===== src/hdl/battlvl_pkg.sv =====
// ----------------------------------------------------------------------------
// battlvl_pkg
// Shared widths, register indexes, reset values and helpers for the battery
// level indicator.
// ----------------------------------------------------------------------------
package battlvl_pkg;

   // field widths
   localparam int SampleWidth = 12;
   localparam int FilterWidth = 16;
   localparam int CountWidth  = 6;
   localparam int LedWidth    = 4;
   localparam int LevelWidth  = 2;
   localparam int CsrAddrWidth = 2;
   localparam int CsrDataWidth = 16;

   // stream widths (padded to whole bytes)
   localparam int ReqDataWidth = 48;
   localparam int RspDataWidth = 24;

   // register indexes
   typedef enum logic [CsrAddrWidth-1:0] {
      REG_INIT_UPDATES     = 2'd0,
      REG_THRESH_VERY_HIGH = 2'd1,
      REG_THRESH_HIGH      = 2'd2,
      REG_THRESH_MID       = 2'd3
   } csr_index_type;

   // battery level codes
   typedef enum logic [LevelWidth-1:0] {
      LEVEL_VERY_HIGH = 2'd0,
      LEVEL_HIGH      = 2'd1,
      LEVEL_MID       = 2'd2,
      LEVEL_LOW       = 2'd3
   } level_type;

   // register reset values
   localparam logic [CountWidth-1:0]  InitUpdatesReset    = 6'd50;
   localparam logic [FilterWidth-1:0] ThreshVeryHighReset = 16'd55488;
   localparam logic [FilterWidth-1:0] ThreshHighReset     = 16'd51326;
   localparam logic [FilterWidth-1:0] ThreshMidReset      = 16'd47164;

   localparam logic [LedWidth-1:0] LedsAllOn = 4'hF;

   // bar pattern shown for each level after start-up
   function automatic logic [LedWidth-1:0] bar_pattern(input level_type lvl);
      logic [LedWidth-1:0] leds;
      unique case (lvl)
         LEVEL_VERY_HIGH: leds = 4'h0;
         LEVEL_HIGH:      leds = 4'h1;
         LEVEL_MID:       leds = 4'h3;
         LEVEL_LOW:       leds = 4'h7;
         default:         leds = 4'h7;
      endcase
      return leds;
   endfunction

endpackage


===== src/hdl/battery_level_indicator.sv =====
// ----------------------------------------------------------------------------
// battery_level_indicator
// Averages four ADC samples per item, low-pass filters the level, classifies
// it against three thresholds and drives a four-LED bar.
// ----------------------------------------------------------------------------
// path: an accepted item goes through the input reg, then the result reg
// throughput: one item per cycle while the result is not stalled; the filter update is one add between regs
// a stalled result holds the result reg and, one item later, the input reg
// reset: synchronous, active high; clears the filter to zero, enters
// start-up with count zero and loads the register defaults
module battery_level_indicator
   import battlvl_pkg::*;
(
   input  logic                    clock,
   input  logic                    reset,

   // configuration write port
   input  logic                    csr_we,
   input  logic [CsrAddrWidth-1:0] csr_addr,
   input  logic [CsrDataWidth-1:0] csr_wdata,

   // update items
   input  logic                    req_tvalid,
   output logic                    req_tready,
   // sample_a [11:0], sample_b [23:12], sample_c [35:24], sample_d [47:36]
   input  logic [ReqDataWidth-1:0] req_tdata,

   // result items
   output logic                    rsp_tvalid,
   input  logic                    rsp_tready,
   // led_pins [3:0], level [5:4], filtered_level [21:6], zero [23:22]
   output logic [RspDataWidth-1:0] rsp_tdata,
   // in_startup [0]
   output logic                    rsp_tuser
);

   // configuration registers
   logic [CountWidth-1:0]  init_updates_ff;
   logic [FilterWidth-1:0] thresh_very_high_ff;
   logic [FilterWidth-1:0] thresh_high_ff;
   logic [FilterWidth-1:0] thresh_mid_ff;

   // block state
   logic [FilterWidth-1:0] filter_ff, filter_in;
   logic                   startup_ff, startup_in;
   logic [CountWidth-1:0]  count_ff, count_in;

   // input stage
   logic                   in_valid_ff;
   logic [ReqDataWidth-1:0] in_data_ff;

   // result stage
   logic                   out_valid_ff;
   logic [LedWidth-1:0]    out_leds_ff, out_leds_in;
   level_type              out_level_ff, out_level_in;
   logic                   out_startup_ff;
   logic [FilterWidth-1:0] out_filter_ff;

   logic                   advance;
   logic [SampleWidth+1:0] sample_sum;
   logic [SampleWidth-1:0] sample_avg;
   logic [FilterWidth:0]   filter_sum;

   // stage moves when the result reg is free or being drained
   assign advance    = in_valid_ff && (!out_valid_ff || rsp_tready);
   assign req_tready = !in_valid_ff || advance;

   // configuration writes
   always_ff @(posedge clock) begin
      if (reset) begin
         init_updates_ff     <= InitUpdatesReset;
         thresh_very_high_ff <= ThreshVeryHighReset;
         thresh_high_ff      <= ThreshHighReset;
         thresh_mid_ff       <= ThreshMidReset;
      end else if (csr_we) begin
         unique case (csr_index_type'(csr_addr))
            REG_INIT_UPDATES:     init_updates_ff     <= csr_wdata[CountWidth-1:0];
            REG_THRESH_VERY_HIGH: thresh_very_high_ff <= csr_wdata;
            REG_THRESH_HIGH:      thresh_high_ff      <= csr_wdata;
            REG_THRESH_MID:       thresh_mid_ff       <= csr_wdata;
            default: ;
         endcase
      end
   end

   // input register
   always_ff @(posedge clock) begin
      if (reset) begin
         in_valid_ff <= 1'b0;
      end else if (req_tready) begin
         in_valid_ff <= req_tvalid;
      end
   end

   always_ff @(posedge clock) begin
      if (req_tready && req_tvalid) begin
         in_data_ff <= req_tdata;
      end
   end

   // average, filter, classify and start-up bookkeeping
   always_comb begin
      sample_sum = {2'b00, in_data_ff[11:0]}  + {2'b00, in_data_ff[23:12]}
                 + {2'b00, in_data_ff[35:24]} + {2'b00, in_data_ff[47:36]};
      sample_avg = sample_sum[SampleWidth+1:2];
      filter_sum = {1'b0, sample_avg, 4'b0000} + {1'b0, filter_ff};
      filter_in  = filter_sum[FilterWidth:1];

      if (filter_in > thresh_very_high_ff) begin
         out_level_in = LEVEL_VERY_HIGH;
      end else if (filter_in > thresh_high_ff) begin
         out_level_in = LEVEL_HIGH;
      end else if (filter_in > thresh_mid_ff) begin
         out_level_in = LEVEL_MID;
      end else begin
         out_level_in = LEVEL_LOW;
      end

      count_in   = count_ff;
      startup_in = startup_ff;
      if (startup_ff) begin
         out_leds_in = LedsAllOn;
         count_in    = count_ff + CountWidth'(1);
         if (count_in == init_updates_ff) begin
            startup_in = 1'b0;
         end
      end else begin
         out_leds_in = bar_pattern(out_level_in);
      end
   end

   // state update, one per item
   always_ff @(posedge clock) begin
      if (reset) begin
         filter_ff  <= '0;
         startup_ff <= 1'b1;
         count_ff   <= '0;
      end else if (advance) begin
         filter_ff  <= filter_in;
         startup_ff <= startup_in;
         count_ff   <= count_in;
      end
   end

   // result register
   always_ff @(posedge clock) begin
      if (reset) begin
         out_valid_ff <= 1'b0;
      end else if (advance) begin
         out_valid_ff <= 1'b1;
      end else if (rsp_tready) begin
         out_valid_ff <= 1'b0;
      end
   end

   always_ff @(posedge clock) begin
      if (advance) begin
         out_leds_ff    <= out_leds_in;
         out_level_ff   <= out_level_in;
         out_startup_ff <= startup_ff;
         out_filter_ff  <= filter_in;
      end
   end

   // result packing
   assign rsp_tvalid = out_valid_ff;
   assign rsp_tdata  = {2'b00, out_filter_ff, out_level_ff, out_leds_ff};
   assign rsp_tuser  = out_startup_ff;

endmodule

===== config.mk =====
export PLATFORM = sky130hd
export DESIGN_NAME = battery_level_indicator
export DESIGN_NICKNAME = d
export VERILOG_FILES = /design/src/hdl/battlvl_pkg.sv /design/src/hdl/battery_level_indicator.sv
export SDC_FILE = /design/constraint.sdc
export NUM_CORES = 1
export LEC_CHECK = 0
export CORE_ASPECT_RATIO = 2
export CORE_UTILIZATION = 30
export CTS_CLUSTER_SIZE = 30
export DETAILED_ROUTE_END_ITERATION = 12
export DONT_BUFFER_PORTS = 1
export PLACE_DENSITY = 0.41
export SYNTH_ARGS = -nofsm -noshare
export SYNTH_HDL_FRONTEND = slang
export SYNTH_SLANG_ARGS = --single-unit

===== constraint.sdc =====
create_clock -name clock -period 12.3 [get_ports clock]
set_input_delay 1.845 -clock clock [delete_from_list [all_inputs] [get_ports clock]]
set_output_delay 1.845 -clock clock [all_outputs]
set_load 0.01 [all_outputs]

# Yosys cells after proc, flatten, opt, wreduce, memory -nomap -nowiden
# Index checks and enable logic that the tools add are counted.
# classes
n_addsub,5
order_cmp,3
eq_ne,7
muxes,8
n_reduce_logical,14
# ops
cell,n
16-bit > comparator,3
16-bit by 16-bit adder with 17-bit output,1
4-bit case mux with 4 select lines,1
13-bit by 12-bit adder with 14-bit output,1
14-bit by 12-bit adder with 14-bit output,1
12-bit by 12-bit adder with 13-bit output,1
2-bit AND reduction,5
2-bit equality test (second input constant),4
6-bit by 1-bit adder with 6-bit output (second input constant),1
6-bit equality test,1
1-bit 2-to-1 mux,5
2-bit by 1-bit equality test with 1-bit output (second input constant),2
2-bit logical NOT,2
2-bit 2-to-1 mux,2
1-bit logical AND,2
1-bit logical NOT,2
1-bit logical OR,2
2-bit nonzero test,1
# totals
register_bits,150
out_inout_bits,27
word_cells,51

# Longest topological paths before layout
# depth
word_depth,10
ltp_mapped,26
depth_no_buf,26

# Worst setup path after synthesis
# OpenSTA, ideal clock, no wires.
# synth_timing
path_kind,register -> register
from,register in_data_ff[1]
to,register out_leds_ff[2] (data pin)
arrival_ps,5798
required_time_ps,12171
path_slack_ps,6373
path_stages_with_launch,26
synth_period_minus_slack_ps,5927
cell_sequence,edfxtp_1 > inv_1 > fa_1 > fa_1 > nor2_1 > nand2_1 > fa_1 > nor2b_1 > o21ai_0 > a21boi_0 > o21ai_0 > nor2b_1 > xnor2_1 > ha_1 > and4_1 > a211o_1 > a221oi_1 > nor2b_1 > xnor2_1 > ha_1 > and4_1 > nand4_1 > or3_1 > or3_4 > a22oi_2 > a21o_1
# synth_lines
item,line_no,text
"start, declared",battery_level_indicator.sv:50,logic [ReqDataWidth-1:0] in_data_ff;
"start signal, assigned",battery_level_indicator.sv:97,in_data_ff <= req_tdata;
12-bit by 12-bit adder with 13-bit output (*),battery_level_indicator.sv:103,"sample_sum = {2'b00, in_data_ff[11:0]} + {2'b00, in_data_ff[23:12]}"
13-bit by 12-bit adder with 14-bit output (*),battery_level_indicator.sv:104,"+ {2'b00, in_data_ff[35:24]} + {2'b00, in_data_ff[47:36]};"
14-bit by 12-bit adder with 14-bit output (*),battery_level_indicator.sv:104,
16-bit by 16-bit adder with 17-bit output (*),battery_level_indicator.sv:106,"filter_sum = {1'b0, sample_avg, 4'b0000} + {1'b0, filter_ff};"
via filter_sum[15],battery_level_indicator.sv:62,logic [FilterWidth:0] filter_sum;
16-bit > comparator,battery_level_indicator.sv:111,end else if (filter_in > thresh_high_ff) begin
2-bit 2-to-1 mux,battery_level_indicator.sv:111,
2-bit 2-to-1 mux (*),battery_level_indicator.sv:109,if (filter_in > thresh_very_high_ff) begin
via out_level_in[1],battery_level_indicator.sv:55,"level_type out_level_ff, out_level_in;"
2-bit equality test (tied with other cells),battlvl_pkg.sv:48,unique case (lvl)
4-bit case mux with 4 select lines (*),battlvl_pkg.sv:48,
"end signal, assigned",battery_level_indicator.sv:158,out_leds_ff <= out_leds_in;
"end, declared",battery_level_indicator.sv:54,"logic [LedWidth-1:0] out_leds_ff, out_leds_in;"
# Mark *: on every way through the listed nets, which the timed path passes. The rest lies on a longest branch. The select of a mux whose other input is x is not followed.
# A chain may end at the register's enable or synchronous reset.

# Worst setup path after layout
# layout_timing
from,register in_data_ff[14]
to,register out_leds_ff[1] (data pin)
# Same word-level chain as after synthesis.

==> flow_summary_export.csv <==
group,metric,value,unit
clocking,tritoncts_clock_tree,"done",
detailed_routing,routed_via_density,4.84,
clocking,cts_buffers,17,
sta,post-route-min-period,6840,ps
yosys,dominantRegCellSynth,"sky130_fd_sc_hd__dfxtp_1",
critical_path,cp-end-kind,"flip-flop",
layout,finished_cell_area,0.00896,mm2
yosys,ys.warnings.count,0,
layout,antenna_cells_inserted,0,
global_routing,grt_max_degree,56,
critical_path,kind_of_launch_point_of_the_worst_setup_path,"flip-flop",
pwr,power.net_switching,798,uW
yosys,avgSynthCellArea,9.92,um2
sta,finalCritPeriodShare,55.6,%
detailed_routing,first_iter_violations,233,
pwr,netSwitchingFraction,38.7,%
sta,final-max-slew-violation-count,0,
pwr,peak_supply_drop,0.131,mV
sta,finalClockSkew,8.06,ps
yosys,synth.yosys.seq_area_share,46.1,%
sta,final_hold_viol_count,0,
placement,count_of_port_buffers_added_during_placement,0,
clocking,cts.root.buffer_cell,"sky130_fd_sc_hd__clkbuf_16",
die,floorplan.core_area,0.0263,mm2
clocking,insertion_delay,450,ps
sta,setup-tns-final,0,ps
die,rows,84,
yosys,cell_variety_after_synth,56,
clocking,clk_slew_on_worst_s_h_paths,70,ps
sta,worstMarginPinSlew,1120,ps
yosys,synth.top_cells.by_area,"sky130_fd_sc_hd__edfxtp_1, sky130_fd_sc_hd__dfxtp_1, sky130_fd_sc_hd__ha_1",
layout,area_delta_synth_final,11.9,%
clocking,cts_resized,0,
global_routing,grtUsageTotal,15.5,%
detailed_routing,wl_per_cell,17.2,um
detailed_routing,drt_wl_total,20.0,mm
global_routing,antenna_found_initial,0,
pwr,power_density,230,mW/mm2
global_routing,globalRouteOverflowTotal,0,
sta,rsz_0062_raised_after_global_routing,"no",
die,initial_utilization,30.5,%
pwr,p_int,1.26,mW
clocking,cts_post_setup_buffers_inserted,0,
placement,gp_congestion,0.864,
run,cap_violations,0,
die,fp.dieArea,0.0274,mm2
yosys,synth_enable_flop_cells,71,
clocking,clk_path_buf_depth,2,
clocking,cts.hold.buffers_added,0,
die,design.portCount,98,
layout,drive_above_1_share,5.38,%
clocking,clock_tree.htree_level_count,4,
layout,fin_nets,974,
yosys,async_reset_ff_share,0,%
sta,slew_headroom,25.5,%
detailed_routing,firstDrtPassIters,5,
critical_path,critical_path_peak_fanout,6,
die,die-height,233,um
placement,place_area,0.00836,mm2
detailed_routing,route.antenna.remaining_nets,0,
pwr,power.combinational.fraction,43.9,%
critical_path,setup.worst_path.class,"reg2reg",
placement,detailedPlacementHpwl,15.4,mm
pwr,power.static_leakage,3.69,nW
yosys,postSynthRegisterBits,149,
sta,fin_hold_ws,456,ps
die,width_of_the_chip,118,um
yosys,yosysTopAreaCellShare,26.6,%
status,outcome,"completed",
sta,fmax,146,MHz
detailed_routing,num_vias,5625,
clocking,cts.sinks,149,
detailed_routing,post-route-drc-count,0,
yosys,post_synth_inst_count,807,
sta,final-setup-viol-count,0,
yosys,synth_largest_area_cell,"sky130_fd_sc_hd__edfxtp_1",
pwr,sequentialPowerShare,30.4,%
critical_path,critical_path_arrival,7030,ps
pwr,p_total,2.06,mW
pwr,pwr-share-clk,25.7,%
global_routing,grt_first_pass_wirelength,31.3,mm
critical_path,critPathRequiredTime,12500,ps
hold_path,worstHoldPathType,"reg2reg",
yosys,synthesis.area,0.00801,mm2
global_routing,first_global_vias,5914,
layout,layout.core_utilization,34.1,%
==> flip-flops by register name, summed over array words and instances (netlist names) <==
register,flops
in_valid_ff,1
out_leds_ff,4
in_data_ff,48
filter_ff,15
thresh_very_high_ff,16
out_level_ff,2
thresh_mid_ff,16
thresh_high_ff,16
rsp_tuser,1
rsp_tvalid,1
startup_ff,1
out_filter_ff,16
count_ff,6
init_updates_ff,6
==> layout make-up <==
class | instances | area [um2]
sequential | 149 | 3690
multi-input combinational | 517 | 3780
inverter | 118 | 443
clock inverter | 9 | 87.6
fill | 2740 | 17300
tap | 344 | 430
timing repair buffer | 2 | 15.0
clock buffer | 23 | 510
==> cell usage after synthesis (5+ instances only) <==
cell	count
sky130_fd_sc_hd__clkbuf_1	19
sky130_fd_sc_hd__a21oi_1	70
sky130_fd_sc_hd__nand3_1	19
sky130_fd_sc_hd__ha_1	73
sky130_fd_sc_hd__o211ai_1	26
sky130_fd_sc_hd__o21ai_0	15
sky130_fd_sc_hd__and3_1	9
sky130_fd_sc_hd__nor2_1	27
sky130_fd_sc_hd__xor2_1	8
sky130_fd_sc_hd__mux2i_1	5
sky130_fd_sc_hd__dfxtp_1	78
sky130_fd_sc_hd__nor2b_1	13
sky130_fd_sc_hd__fa_1	25
sky130_fd_sc_hd__nand2_1	116
sky130_fd_sc_hd__a211o_1	5
sky130_fd_sc_hd__nand4_1	8
sky130_fd_sc_hd__nor3_1	7
sky130_fd_sc_hd__xnor2_1	18
sky130_fd_sc_hd__a211oi_1	6
sky130_fd_sc_hd__or3_1	5
sky130_fd_sc_hd__edfxtp_1	71
sky130_fd_sc_hd__a21o_1	8
sky130_fd_sc_hd__inv_1	116
==> cell usage in the layout (no fill, tap or decap), drive strengths merged, types with 7 or more instances in the layout <==
master / n
inv: 121
nand2: 116
dfxtp: 78
ha: 73
edfxtp: 71
a21oi: 70
nor2: 27
o211ai: 26
fa: 25
clkbuf: 23
nand3: 19
xnor2: 18
o21ai: 15
nor2b: 13
and3: 9
a21o: 8
nand4: 8
xor2: 8
nor3: 7
==> power by group through the flow <==
stage / Clock [mW] / Combinational [mW] / Sequential (mW)
2_1_floorplan: 0 / 0.661 / 0.627
3_3_place_gp: 0 / 0.887 / 0.639
3_5_place_dp: 0 / 0.913 / 0.639
4_1_cts: 0.549 / 0.918 / 0.629
5_1_grt: 0.567 / 1.03 / 0.633
6_report: 0.529 / 0.903 / 0.627
==> logic make-up after synthesis <==
| logic type | Yosys count | share of synthesized area [%] |
|---|---|---|
| AO/OA/AOI/OAI | 156 | 12.4 |
| adder cells (fa/ha/maj) | 98 | 17.7 |
| buffers and inverters | 142 | 6.75 |
| AND/OR/NAND/NOR | 230 | 13.6 |
| multiplexers | 5 | 0.625 |
| flip-flops | 149 | 46.1 |
| other | 1 | 0.0468 |
| XOR/XNOR | 26 | 2.84 |
==> worst max-delay path, cell delays in order (launching register included) <==
cell	delay, ps
sky130_fd_sc_hd__edfxtp_1	370
sky130_fd_sc_hd__inv_1	80
sky130_fd_sc_hd__fa_1	430
sky130_fd_sc_hd__fa_1	570
sky130_fd_sc_hd__inv_1	60
sky130_fd_sc_hd__ha_1	270
sky130_fd_sc_hd__nand4bb_1	140
sky130_fd_sc_hd__a211oi_1	380
sky130_fd_sc_hd__a41oi_1	240
sky130_fd_sc_hd__nor2b_1	210
sky130_fd_sc_hd__a21boi_0	200
sky130_fd_sc_hd__xor2_1	230
sky130_fd_sc_hd__ha_1	330
sky130_fd_sc_hd__and3_1	230
sky130_fd_sc_hd__and3_1	180
sky130_fd_sc_hd__a221oi_1	360
sky130_fd_sc_hd__nor2b_1	210
sky130_fd_sc_hd__xnor2_1	140
sky130_fd_sc_hd__ha_1	330
sky130_fd_sc_hd__and4_1	220
sky130_fd_sc_hd__nand4_1	260
sky130_fd_sc_hd__or3_1	470
sky130_fd_sc_hd__o221ai_1	280
sky130_fd_sc_hd__a22oi_2	140
sky130_fd_sc_hd__or2_1	220
==> final timing paths <==
check / startpoint / to / slack (ps) / depth (start not counted)
max: in_data_ff[14] / out_leds_ff[1] / 5460 / 24
max reg2reg: in_data_ff[14] / out_leds_ff[1] / 5460 / 24
min: thresh_high_ff[13] / thresh_high_ff[13] / 460 / 2
min reg2reg: thresh_high_ff[13] / thresh_high_ff[13] / 460 / 2
==> metal layers <==
metal	GRT usage [%]	share of wire (%)	vias to the layer above
met2	31.5	58	115
met1	12.7	34	2707
met5	0	0	-
met3	3.61	3.0	43
li1	-	-	2760
met4	10.6	5.0	0
==> metrics by stage <==
stage          worst slack (ps)  instances
6_report                   5460       1162
4_1_cts                    5420       1162
3_5_place_dp               5440       1130
5_1_grt                    5000       1162
2_1_floorplan              6370        808
3_3_place_gp               5660       1130
(Power assumes the default switching activity.)
